File: config.mk
export PLATFORM = sky130hd
export DESIGN_NAME = edge_mask_graph_connectivity_unit
export DESIGN_NICKNAME = d
export VERILOG_FILES = /design/src/hdl/emgc_pkg.sv /design/src/hdl/emgc_cell.sv /design/src/hdl/emgc_ctrl.sv /design/src/hdl/edge_mask_graph_connectivity_unit.sv
export SDC_FILE = /design/constraint.sdc
export NUM_CORES = 1
export LEC_CHECK = 0
export BUFFER_PORTS_ARGS = -buffer_cell sky130_fd_sc_hd__buf_4
export CAP_MARGIN = 25
export CORE_ASPECT_RATIO = 0.6
export CORE_MARGIN = 2
export CORE_UTILIZATION = 58
export DETAILED_ROUTE_END_ITERATION = 10
export PLACE_DENSITY = 0.84
export SYNTH_ARGS = -nofsm -noshare
export SYNTH_HDL_FRONTEND = slang
export SYNTH_SLANG_ARGS = --single-unit
File: constraint.sdc
create_clock -name clk -period 4.9 [get_ports clk]
set_clock_uncertainty 0.05 [all_clocks]
set_input_delay 0.245 -clock clk [delete_from_list [all_inputs] [get_ports clk]]
set_output_delay 0.245 -clock clk [all_outputs]
set_load 0.005 [all_outputs]
File: src/hdl/emgc_pkg.sv
`default_nettype none
// ----------------------------------------------------------------------------
// emgc_pkg: shared types and helpers for the graph connectivity unit
// Field widths, the control word sent to the reach cells, and the
// pair-to-mask-bit lookup used to build each node's adjacency row.
// ----------------------------------------------------------------------------
package emgc_pkg;

    localparam int NUM_W      = 4;
    localparam int EDGE_W     = 28;
    localparam int EDGE_IDX_W = 5;

    typedef struct packed {
        logic load;
        logic shift;
    } emgc_ctrl_t;

    // Mask bit for pair (a,b), a<b, in an n-node upper triangle.
    // Pairs past the node count or past the mask width read as absent.
    function automatic logic pair_bit(input logic [EDGE_W-1:0] edges,
                                      input logic [NUM_W-1:0]  n,
                                      input int                a,
                                      input int                b);
        int   nn;
        int   pos;
        logic bit_val;
        nn      = int'(n);
        pos     = a * (nn - 1) - ((a * (a - 1)) >>> 1) + (b - a - 1);
        bit_val = 1'b0;
        if (b < nn && pos >= 0 && pos < EDGE_W)
        begin
            bit_val = edges[pos[EDGE_IDX_W-1:0]];
        end
        return bit_val;
    endfunction

endpackage
`default_nettype wire

File: src/hdl/emgc_cell.sv
`default_nettype none
// ----------------------------------------------------------------------------
// emgc_cell: one node of the reach ring
// Holds the node's adjacency row and one slot of the circulating reach
// vector. When the vector passes through a reached node, its row is merged.
// ----------------------------------------------------------------------------
module emgc_cell
    import emgc_pkg::*;
#(
    parameter int MAX_OBJECTS = 8,
    parameter int INDEX       = 0
)
(
    input  wire logic                   clk,
    input  wire emgc_ctrl_t             ctl,
    input  wire logic [NUM_W-1:0]       num_objects,
    input  wire logic [EDGE_W-1:0]      edges,
    input  wire logic [MAX_OBJECTS-1:0] vec_in,
    output logic      [MAX_OBJECTS-1:0] vec_out
);

    logic [MAX_OBJECTS-1:0] row;
    logic [MAX_OBJECTS-1:0] adj_reg;
    logic [MAX_OBJECTS-1:0] vec_reg;
    logic [MAX_OBJECTS-1:0] vec_next;

    always_comb
    begin
        for (int j = 0; j < MAX_OBJECTS; j++)
        begin
            if (j > INDEX)
            begin
                row[j] = pair_bit(edges, num_objects, INDEX, j);
            end
            else if (j < INDEX)
            begin
                row[j] = pair_bit(edges, num_objects, j, INDEX);
            end
            else
            begin
                row[j] = 1'b0;
            end
        end
    end

    always_comb
    begin
        if (ctl.load)
        begin
            vec_next = vec_in;
        end
        else
        begin
            vec_next = vec_in | (vec_in[INDEX] ? adj_reg : '0);
        end
    end

    always_ff @(posedge clk)
    begin
        if (ctl.load)
        begin
            adj_reg <= row;
        end
        if (ctl.load || ctl.shift)
        begin
            vec_reg <= vec_next;
        end
    end

    assign vec_out = vec_reg;

endmodule
`default_nettype wire

File: src/hdl/emgc_ctrl.sv
`default_nettype none
// ----------------------------------------------------------------------------
// emgc_ctrl: sequencer for the reach ring
// Takes a beat, runs the ring for N full turns (one turn for a bad node count), checks the reach vector
// against the node mask and holds the result until the output beat is taken.
// ----------------------------------------------------------------------------
module emgc_ctrl
    import emgc_pkg::*;
#(
    parameter int MAX_OBJECTS = 8
)
(
    input  wire logic                   clk,
    input  wire logic                   rst_n,
    input  wire logic                   in_valid,
    output logic                        in_stall,
    input  wire logic [NUM_W-1:0]       num_objects,
    input  wire logic [MAX_OBJECTS-1:0] reach,
    output emgc_ctrl_t                  ctl,
    output logic                        out_valid,
    input  wire logic                   out_stall,
    output logic                        connected
);

    localparam int CYC_W = $clog2(MAX_OBJECTS);
    localparam logic [CYC_W-1:0] CYC_LAST = CYC_W'(MAX_OBJECTS - 1);

    typedef enum logic [1:0] {
        ST_IDLE,
        ST_RUN,
        ST_CHECK,
        ST_HOLD
    } state_t;

    state_t           state_reg, state_next;
    logic [CYC_W-1:0] cyc_reg, cyc_next;
    logic [NUM_W-1:0] sweep_reg, sweep_next;
    logic [NUM_W-1:0] limit_reg, limit_next;
    logic [NUM_W-1:0] n_reg, n_next;
    logic             nvalid_reg, nvalid_next;
    logic             pend_reg, pend_next;
    logic             out_valid_reg, out_valid_next;
    logic             connected_reg, connected_next;

    logic                   n_ok;
    logic                   out_free;
    logic [MAX_OBJECTS-1:0] all_mask;
    logic                   result;

    assign n_ok     = (num_objects != '0) && (num_objects <= NUM_W'(MAX_OBJECTS));
    assign out_free = !out_valid_reg || !out_stall;

    always_comb
    begin
        for (int i = 0; i < MAX_OBJECTS; i++)
        begin
            all_mask[i] = (i < int'(n_reg));
        end
    end

    assign result = nvalid_reg && ((reach & all_mask) == all_mask);

    always_comb
    begin
        state_next     = state_reg;
        cyc_next       = cyc_reg;
        sweep_next     = sweep_reg;
        limit_next     = limit_reg;
        n_next         = n_reg;
        nvalid_next    = nvalid_reg;
        pend_next      = pend_reg;
        out_valid_next = out_valid_reg && out_stall;
        connected_next = connected_reg;
        ctl            = '0;

        unique case (state_reg)
            ST_IDLE:
            begin
                if (in_valid)
                begin
                    ctl.load    = 1'b1;
                    n_next      = num_objects;
                    nvalid_next = n_ok;
                    // bad node counts still take one turn, result forced low
                    limit_next  = n_ok ? num_objects : NUM_W'(1);
                    cyc_next    = '0;
                    sweep_next  = '0;
                    state_next  = ST_RUN;
                end
            end
            ST_RUN:
            begin
                ctl.shift = 1'b1;
                if (cyc_reg == CYC_LAST)
                begin
                    cyc_next = '0;
                    if (sweep_reg == limit_reg - NUM_W'(1))
                    begin
                        state_next = ST_CHECK;
                    end
                    else
                    begin
                        sweep_next = sweep_reg + NUM_W'(1);
                    end
                end
                else
                begin
                    cyc_next = cyc_reg + CYC_W'(1);
                end
            end
            ST_CHECK:
            begin
                // token is back in cell 0 here
                if (out_free)
                begin
                    out_valid_next = 1'b1;
                    connected_next = result;
                    state_next     = ST_IDLE;
                end
                else
                begin
                    pend_next  = result;
                    state_next = ST_HOLD;
                end
            end
            ST_HOLD:
            begin
                if (out_free)
                begin
                    out_valid_next = 1'b1;
                    connected_next = pend_reg;
                    state_next     = ST_IDLE;
                end
            end
        endcase
    end

    always_ff @(posedge clk or negedge rst_n)
    begin
        if (!rst_n)
        begin
            state_reg     <= ST_IDLE;
            cyc_reg       <= '0;
            sweep_reg     <= '0;
            limit_reg     <= NUM_W'(1);
            n_reg         <= '0;
            nvalid_reg    <= 1'b0;
            pend_reg      <= 1'b0;
            out_valid_reg <= 1'b0;
            connected_reg <= 1'b0;
        end
        else
        begin
            state_reg     <= state_next;
            cyc_reg       <= cyc_next;
            sweep_reg     <= sweep_next;
            limit_reg     <= limit_next;
            n_reg         <= n_next;
            nvalid_reg    <= nvalid_next;
            pend_reg      <= pend_next;
            out_valid_reg <= out_valid_next;
            connected_reg <= connected_next;
        end
    end

    assign in_stall  = (state_reg != ST_IDLE);
    assign out_valid = out_valid_reg;
    assign connected = connected_reg;

`ifndef ASSERT_OFF
    a_cyc_range: assert property (@(posedge clk) disable iff (!rst_n)
        cyc_reg <= CYC_LAST)
        else $error("turn counter past last cell");

    a_sweep_range: assert property (@(posedge clk) disable iff (!rst_n)
        state_reg == ST_RUN |-> sweep_reg < limit_reg)
        else $error("turn counter past limit");

    a_accept_runs: assert property (@(posedge clk) disable iff (!rst_n)
        in_valid && !in_stall |=> state_reg == ST_RUN && ctl.shift)
        else $error("accepted beat did not start the ring");

    a_bad_count: assert property (@(posedge clk) disable iff (!rst_n)
        state_reg == ST_CHECK && !nvalid_reg && out_free |=> out_valid && !connected)
        else $error("invalid node count reported connected");

    a_single_node: assert property (@(posedge clk) disable iff (!rst_n)
        state_reg == ST_CHECK && nvalid_reg && n_reg == NUM_W'(1) && out_free
        |=> out_valid && connected)
        else $error("single node reported unconnected");
`endif

endmodule
`default_nettype wire

File: src/hdl/edge_mask_graph_connectivity_unit.sv
`default_nettype none
// ----------------------------------------------------------------------------
// edge_mask_graph_connectivity_unit: undirected graph connectivity check
// Reports whether every node of an edge-mask graph is reachable from node 0.
// ----------------------------------------------------------------------------
// One beat in gives one beat out. Each node owns a cell in a ring of
// MAX_OBJECTS cells; a reach vector seeded with node 0 travels around the
// ring one cell per cycle, picking up the adjacency row of every reached node.
// The ring makes N full turns: an item is loaded, carried around the ring
// for those N turns and then checked against the node mask;
// a node count of 0 or above MAX_OBJECTS takes one turn and reports 0.
// The next beat is taken once the result has moved into the output register,
// even if that result has not yet been taken downstream.
module edge_mask_graph_connectivity_unit
    import emgc_pkg::*;
#(
    parameter int MAX_OBJECTS = 8
)
(
    input  wire logic              clk,
    input  wire logic              rst_n,
    input  wire logic              in_valid,
    output logic                   in_stall,
    input  wire logic [NUM_W-1:0]  num_objects,
    input  wire logic [EDGE_W-1:0] edges,
    output logic                   out_valid,
    input  wire logic              out_stall,
    output logic                   connected
);

    localparam logic [MAX_OBJECTS-1:0] SEED = MAX_OBJECTS'(1);

    emgc_ctrl_t             ctl;
    logic [MAX_OBJECTS-1:0] vec [MAX_OBJECTS];
    logic [MAX_OBJECTS-1:0] ring_head;

    assign ring_head = ctl.load ? SEED : vec[MAX_OBJECTS-1];

    for (genvar k = 0; k < MAX_OBJECTS; k++)
    begin : g_cell
        emgc_cell #(
            .MAX_OBJECTS (MAX_OBJECTS),
            .INDEX       (k)
        ) u_cell (
            .clk         (clk),
            .ctl         (ctl),
            .num_objects (num_objects),
            .edges       (edges),
            .vec_in      ((k == 0) ? ring_head : vec[(k == 0) ? 0 : k - 1]),
            .vec_out     (vec[k])
        );
    end

    emgc_ctrl #(
        .MAX_OBJECTS (MAX_OBJECTS)
    ) u_ctrl (
        .clk         (clk),
        .rst_n       (rst_n),
        .in_valid    (in_valid),
        .in_stall    (in_stall),
        .num_objects (num_objects),
        .reach       (vec[0]),
        .ctl         (ctl),
        .out_valid   (out_valid),
        .out_stall   (out_stall),
        .connected   (connected)
    );

endmodule
`default_nettype wire
Word-level counts from Yosys, hierarchy flattened

Index checks and enable logic that the tools add are counted.
Widths: inputs -> output; s select.

$add $sub $neg: 24
$mul: 3
Magnitude comparators: 79
Equal/unequal tests: 12
Muxes and demuxes: 109
Bitwise logic cells: 10
Reduce and logical (&&, ||, !) cells: 61

Operators with widths:

| cell                  | count |
|---|---|
| $ge 32x1->1 const B   | 20 |
| $lt 32x6->1 const B   | 20 |
| $add 32x3->32 const B | 5 |
| $lt 5x6->1 const B    | 22 |
| $add 32x2->32 const B | 4 |
| $mux 8                | 16 |
| $bmux 1 s5            | 21 |
| $or 8x8->8            | 8 |
| $sub 32x5->32 const B | 2 |
| $mux 1                | 56 |
| $logic_and 1x1->1     | 45 |
| $add 32x4->32 const B | 1 |
| $lt 3x4->1 const A    | 8 |
| $sub 32x3->32 const B | 1 |
| $lt 2x4->1 const A    | 4 |
| $mul 3x5->8 const A   | 2 |
| $mux 4                | 4 |
| $add 5x3->6 const B   | 2 |
| $add 5x4->6 const B   | 2 |
| $lt 1x4->1 const A    | 3 |
| $mux 2                | 5 |
| $mul 4x5->9 const A   | 1 |
| $and 8x8->8           | 1 |
| $eq 8x8->1            | 1 |
| other kinds (31)      | 44 |

Bits in registers: 141
Input port bits: 36
Output and inout bits: 3
Word-level logic and storage cells: 323

Longest topological paths before layout

Word-level depth: 8
Gate-level depth with buffers: 30
Gate-level depth less buffers: 24

Hierarchy

From an unflattened synthesis, not the netlist that was laid out.

Cells, all modules: 2482
Area, all modules: 23262.3 µm²

By module, submodules not included:

| module                            | instances | cells an instance | area an instance (µm²) | sequential area each (µm²) |
|---|---|---|---|---|
| emgc_cell (g_cell[3].u_cell)      | 1         | 470               | 3938.8                 | 450.4 |
| emgc_cell (g_cell[5].u_cell)      | 1         | 392               | 3598.5                 | 450.4 |
| emgc_cell (g_cell[6].u_cell)      | 1         | 361               | 3342.0                 | 450.4 |
| emgc_cell (g_cell[7].u_cell)      | 1         | 355               | 3311.9                 | 450.4 |
| emgc_cell (g_cell[2].u_cell)      | 1         | 312               | 2743.9                 | 450.4 |
| emgc_cell (g_cell[4].u_cell)      | 1         | 254               | 2542.4                 | 450.4 |
| emgc_cell (g_cell[1].u_cell)      | 1         | 174               | 1988.2                 | 450.4 |
| emgc_ctrl                         | 1         | 120               | 1148.6                 | 526.8 |
| emgc_cell (g_cell[0].u_cell)      | 1         | 36                | 598.1                  | 450.4 |
| edge_mask_graph_connectivity_unit | 1         | 8                 | 50.0                   | 0.0 |

Worst setup path after synthesis

OpenSTA, ideal clock, no wires.

Path kind: input -> register
Start: input num_objects[0]
End: register g_cell[7].u_cell.adj_reg[3], data pin
Library setup time: 0.256 ns
Arrival: 7.315 ns
Data required time: 4.594 ns
Setup slack: -2.721 ns
Stages on the path: 29
Buffers on the path: 8
Cell sequence: buf_2 > inv_2 > buf_1 > clkbuf_1 > ha_1 > buf_2 > xnor2_2 > clkbuf_1 > buf_1 > buf_1 > ha_1 > inv_1 > fa_1 > xnor3_2 > inv_1 > nor4_2 > mux2i_4 > nand2b_1 > ha_1 > clkbuf_1 > inv_1 > nor2_1 > nand3_1 > nor2_1 > nand4_1 > nor3_1 > mux2i_1 > o22ai_1 > and4b_1

Longest elaborated chain between the ends: 8
Elaborated cells between the ends (all ways): 12
Classes of those cells: add/sub (3); mul (1); order compare (3); mux (3); reduce/logical (2)

Ends and longest elaborated chain:

| what                              | line                                    | RTL |
|---|---|---|
| start, declared                   | edge_mask_graph_connectivity_unit.sv:24 | `input wire logic [NUM_W-1:0] num_objects,` |
| $sub 4x1->5                       | emgc_pkg.sv:28                          | `pos = a * (nn - 1) - ((a * (a - 1)) >>> 1) + (b - a - 1);` |
| $mul 3x5->8                       | emgc_pkg.sv:28                          |  |
| $sub 32x3->32                     | emgc_pkg.sv:28                          |  |
| $add 32x3->32                     | emgc_pkg.sv:28                          |  |
| $ge 32x1->1                       | emgc_pkg.sv:30                          | `if (b < nn && pos >= 0 && pos < EDGE_W)` |
| $logic_and 1x1->1 (2 in a row)    | emgc_pkg.sv:30                          |  |
| $mux 1 (*)                        | -                                       |  |
| named net g_cell[3].u_cell.row[7] | emgc_cell.sv:22                         | `logic [MAX_OBJECTS-1:0] row;` |
| end signal, assigned              | emgc_cell.sv:62                         | `adj_reg <= row;` |
| end, declared                     | emgc_cell.sv:23                         | `logic [MAX_OBJECTS-1:0] adj_reg;` |

The timed path passes the listed nets; every way through them passes the cells marked *. The select of a mux whose other input is x is not followed.
A chain may end at the register's enable or synchronous reset.

Worst setup path after layout

Start: input num_objects[1]
End: register g_cell[3].u_cell.adj_reg[6], data pin

Longest elaborated chain between the ends: 8
Elaborated cells between the ends (all ways): 12
Classes of those cells: add/sub (3); mul (1); order compare (3); mux (3); reduce/logical (2)

Ends and longest elaborated chain:

| what                              | line |
|---|---|
| $sub 4x1->5                       | emgc_pkg.sv:28 |
| $mul 3x5->8                       | emgc_pkg.sv:28 |
| $sub 32x3->32                     | emgc_pkg.sv:28 |
| $add 32x3->32                     | emgc_pkg.sv:28 |
| $ge 32x1->1                       | emgc_pkg.sv:30 |
| $logic_and 1x1->1 (2 in a row)    | emgc_pkg.sv:30 |
| $mux 1 (*)                        | - |
| named net g_cell[3].u_cell.row[6] | emgc_cell.sv:22 |
| end signal, assigned              | emgc_cell.sv:62 |
| end, declared                     | emgc_cell.sv:23 |

Marks and branches as above.

==> flow_metrics.py <==
metrics = {
    "synth": {
        "syn_avg_cell_area_um2": 9.37,
        "synth_edf_count": 92,
        "syn_area_um2": 11900,
        "synthCells": 1274,
        "ys_seq_elements": 113,
        "ys.flop_type": "edfxtp_1",
        "yosys_warnings": 0,
        "ys_types": 86,
        "ys_seq_area_share_pct": 27.5,
        "syn_nets": 1390,
        "async_reset_ff_share_pct": 18.6,
    },
    "outcome": {
        "status": "completed",
    },
    "drt": {
        "drtAntennaViolNets": 0,
        "drc": 0,
        "wl_per_cell_um": 25.8,
        "drtPass1Iterations": 7,
        "num_vias": 11906,
        "vias_per_cell": 7.11,
        "wl_mm": 43.3,
        "drt_iter0_drc": 2257,
    },
    "timing": {
        "tns_ns": 0,
        "max_slew.worst_pin.slew_ns": 0.822,
        "finalCritPeriodShare_pct": 93.6,
        "finalCriticalPeriod_ns": 4.58,
        "maxSlewViolCount": 0,
        "finalHoldViolCount": 0,
        "final-setup-viol-count": 0,
        "max_freq_mhz": 218,
        "maxSlewHeadroom_pct": 45.2,
    },
    "hold_path": {
        "worstHoldPathCells": 3,
        "hp-class": "input port to register",
        "min_from": "out_stall",
        "holdPathEnd": "u_ctrl.out_valid",
    },
    "clock_tree": {
        "cts_made_buffers": 25,
        "cts_tree": "yes",
        "clkTransAtPathRegs_ns": 0.05,
        "cts_root_buf": "clkbuf_16",
        "cts.path.max_buffers": 3,
        "insertion_delay_ns": 0.46,
        "h-tree-depth": 4,
        "clkSinkCount": 113,
    },
    "grt": {
        "grt.total_usage_pct": 40.2,
        "grt_max_degree": 65,
        "gr-total-overflow": 0,
        "grt_pass1_vias": 10982,
        "grt_first_pass_wirelength_mm": 66.4,
        "antenna_found_initial": 1,
    },
    "cells_and_area": {
        "drive_gt1_share_pct": 26.8,
        "antennaDiodeCount": 0,
        "largest_reg_flops": 64,
        "area_growth_pct": 20.5,
        "nets": 1512,
        "final_cell_mix": "179 x buf_4, 112 x nand2_1, 92 x edfxtp_1, 89 x nor2_1, 67 x mux4_2",
        "final_common_cell": "buf_4",
    },
    "worst_setup_path": {
        "crit_top_cell": "buf_4",
        "timing.rr.end": "u_ctrl.limit_reg[1]",
        "required_ns": 5.13,
        "critPathLaunchType": "input port",
        "path_class": "input port to register",
        "cp_data_arrival_time_ns": 4.81,
        "critPathMaxFanout": 17,
        "r2r_slack_ns": 2.04,
        "crit_chain": "buf_4 > inv_1 > nand2_1 > nor2_1 > xor2_1 > clkinv_1 > ha_2 > or3b_1 > a21boi_0 > a21oi_1 > o21a_1 > buf_4 > ha_1 > buf_4 > inv_1 > nor4_4 > a311oi_1 > o2111ai_1 > a2111oi_2 > o2111ai_1 > nor4_2",
        "cp_slowest_cell": "ha_2",
        "reg2reg_from": "u_ctrl.state_reg[0]",
        "critPathCaptureType": "register",
        "r2r_cells": 6,
        "cpPeakStageDelay_ns": 0.43,
    },
    "placed_design": {
        "numPortBuffers": 38,
        "hpwlAfterDp_mm": 32.7,
        "gp_congestion": 1.05,
    },
    "flow_run": {
        "cap_violations": 0,
    },
    "floorplanning": {
        "die_h_um": 115,
        "start_util_pct": 59.4,
        "die_w_um": 189,
        "dieArea_um2": 21800,
        "pin_count": 39,
        "row_count": 40,
        "core-area_um2": 20100,
    },
    "pwr": {
        "total_power_mw": 5.55,
        "intPower_mw": 3.32,
        "vdd_ir_drop_max_mv": 0.248,
        "p_comb_share_pct": 50.5,
        "p_seq_share_pct": 25.1,
        "p_leak_nw": 5.34,
        "powerDensity_nw_per_um2": 386,
        "power.switching_mw": 2.24,
        "power_frac_clock_pct": 24.4,
        "power_switching_share_pct": 40.3,
    },
}
-- kinds of logic (layout without fill, tap and decap cells) --
family,count (synthesis),in the layout,share of synthesized area [%]
XOR/XNOR,70,70,5.50
AND/OR/NAND/NOR,449,449,19.2
flip-flops,113,113,27.5
AO/OA/AOI/OAI,306,306,17.0
adder cells (fa/ha/maj),80,80,8.51
multiplexers,125,125,17.8
buffers and inverters,131,259,4.41
-- synth_stat cells, types with 5 or more instances --
cell type  number  area share, %
a2111oi_0       5           0.37
a211oi_1       13           0.82
a21boi_0        5           0.31
a21o_1         53            3.3
a21oi_1        69            2.9
a221oi_1        5           0.37
a311oi_1        5           0.37
a31oi_1        22            1.2
and2_1         15           0.79
and3_1          8           0.42
buf_1          12           0.38
buf_2          19           0.80
clkbuf_1       53            1.7
dfrtp_1        20            4.2
edfxtp_1       92             23
ha_1           78            8.2
inv_1          38            1.2
mux2_2         15            1.4
mux2i_1        42            3.5
mux4_2         67             13
nand2_1       118            3.7
nand2b_1       17           0.89
nand3_1        49            2.1
nand3b_1        7           0.44
nand4_1        27            1.4
nor2_1         96            3.0
nor2b_1         9           0.47
nor3_1         35            1.5
nor3b_1         9           0.57
nor4_1         15           0.79
nor4bb_1        5           0.42
o2111ai_1       6           0.44
o211ai_1        6           0.38
o21a_1          6           0.38
o21ai_0        58            2.4
o22ai_1         8           0.42
o31ai_1         8           0.50
or2_2           6           0.31
or3_1           7           0.37
xnor2_1        47            3.4
xor2_1         19            1.4
-- how the worst max path moves through the flow --
stage / slack [ns] / cells past startpoint / start / end
final: 0.32 / 21 / num_objects[1] / g_cell[3].u_cell.adj_reg[6]
after global routing: -0.05 / 25 / num_objects[1] / g_cell[7].u_cell.adj_reg[5]
after CTS: 0.29 / 21 / num_objects[1] / g_cell[3].u_cell.adj_reg[6]
after detailed placement: -0.16 / 24 / num_objects[1] / g_cell[7].u_cell.adj_reg[5]
after global placement: -0.05 / 21 / num_objects[1] / g_cell[7].u_cell.adj_reg[5]
after floorplan: -0.34 / 29 / num_objects[0] / g_cell[7].u_cell.adj_reg[3]
-- metal layers --
layer	wire, um	track usage (%)
met5	0	0.855
met4	784	6.36
met3	7440	16.5
met2	16800	54.3
met1	18300	60.6
-- critical path, delay by kind of cell --
kind	cells	cell delay, ns
AND/OR/NAND/NOR	5	0.88
AO/OA/AOI/OAI	7	1.71
XOR/XNOR	1	0.21
adder cells (fa/ha/maj)	2	0.72
buffers and inverters	6	1.03
-- per-stage QoR --
| stage | hold slack (ns) | instances | instance area (um2) | util (%) | worst slack (ns) |
|---|---|---|---|---|---|
| finish | 0.0160 | 1675 | 14400 | 71.5 | 0.316 |
| global route | 0.0149 | 1675 | 14400 | 71.5 | -0.0505 |
| CTS | 0.00946 | 1670 | 14300 | 71.2 | 0.294 |
| detailed placement | 0.0948 | 1636 | 13600 | 67.8 | -0.157 |
| global placement | 0.0878 | 1636 | 13600 | 67.8 | -0.0466 |
| floorplan | -0.101 | 1274 | 12500 | - | -0.341 |
-- power groups by stage --
stage / Combinational, mW / Sequential [mW] / Clock (mW)
final: 2.80 / 1.39 / 1.36
after global routing: 3.00 / 1.41 / 1.41
after CTS: 2.68 / 1.39 / 1.36
after detailed placement: 2.66 / 1.40 / 0
after global placement: 2.61 / 1.39 / 0
after floorplan: 1.82 / 1.36 / 0
-- cell type report --
class | instances | area [um2]
Clock inverter | 6 | 23.8
Clock buffer | 27 | 633
Timing Repair Buffer | 182 | 1390
Fill cell | 1511 | 5730
Tap cell | 273 | 342
Inverter | 44 | 183
Multi-Input combinational cell | 1030 | 8530
Sequential cell | 113 | 3290
-- repair_timing --
item	in CTS	in global routing
endpoints found under the setup margin	0	4
resized for setup	0	8
endpoints found under the hold margin	21	0
buffers inserted	0	5
hold buffers	1	0
(Power assumes the default switching activity.)
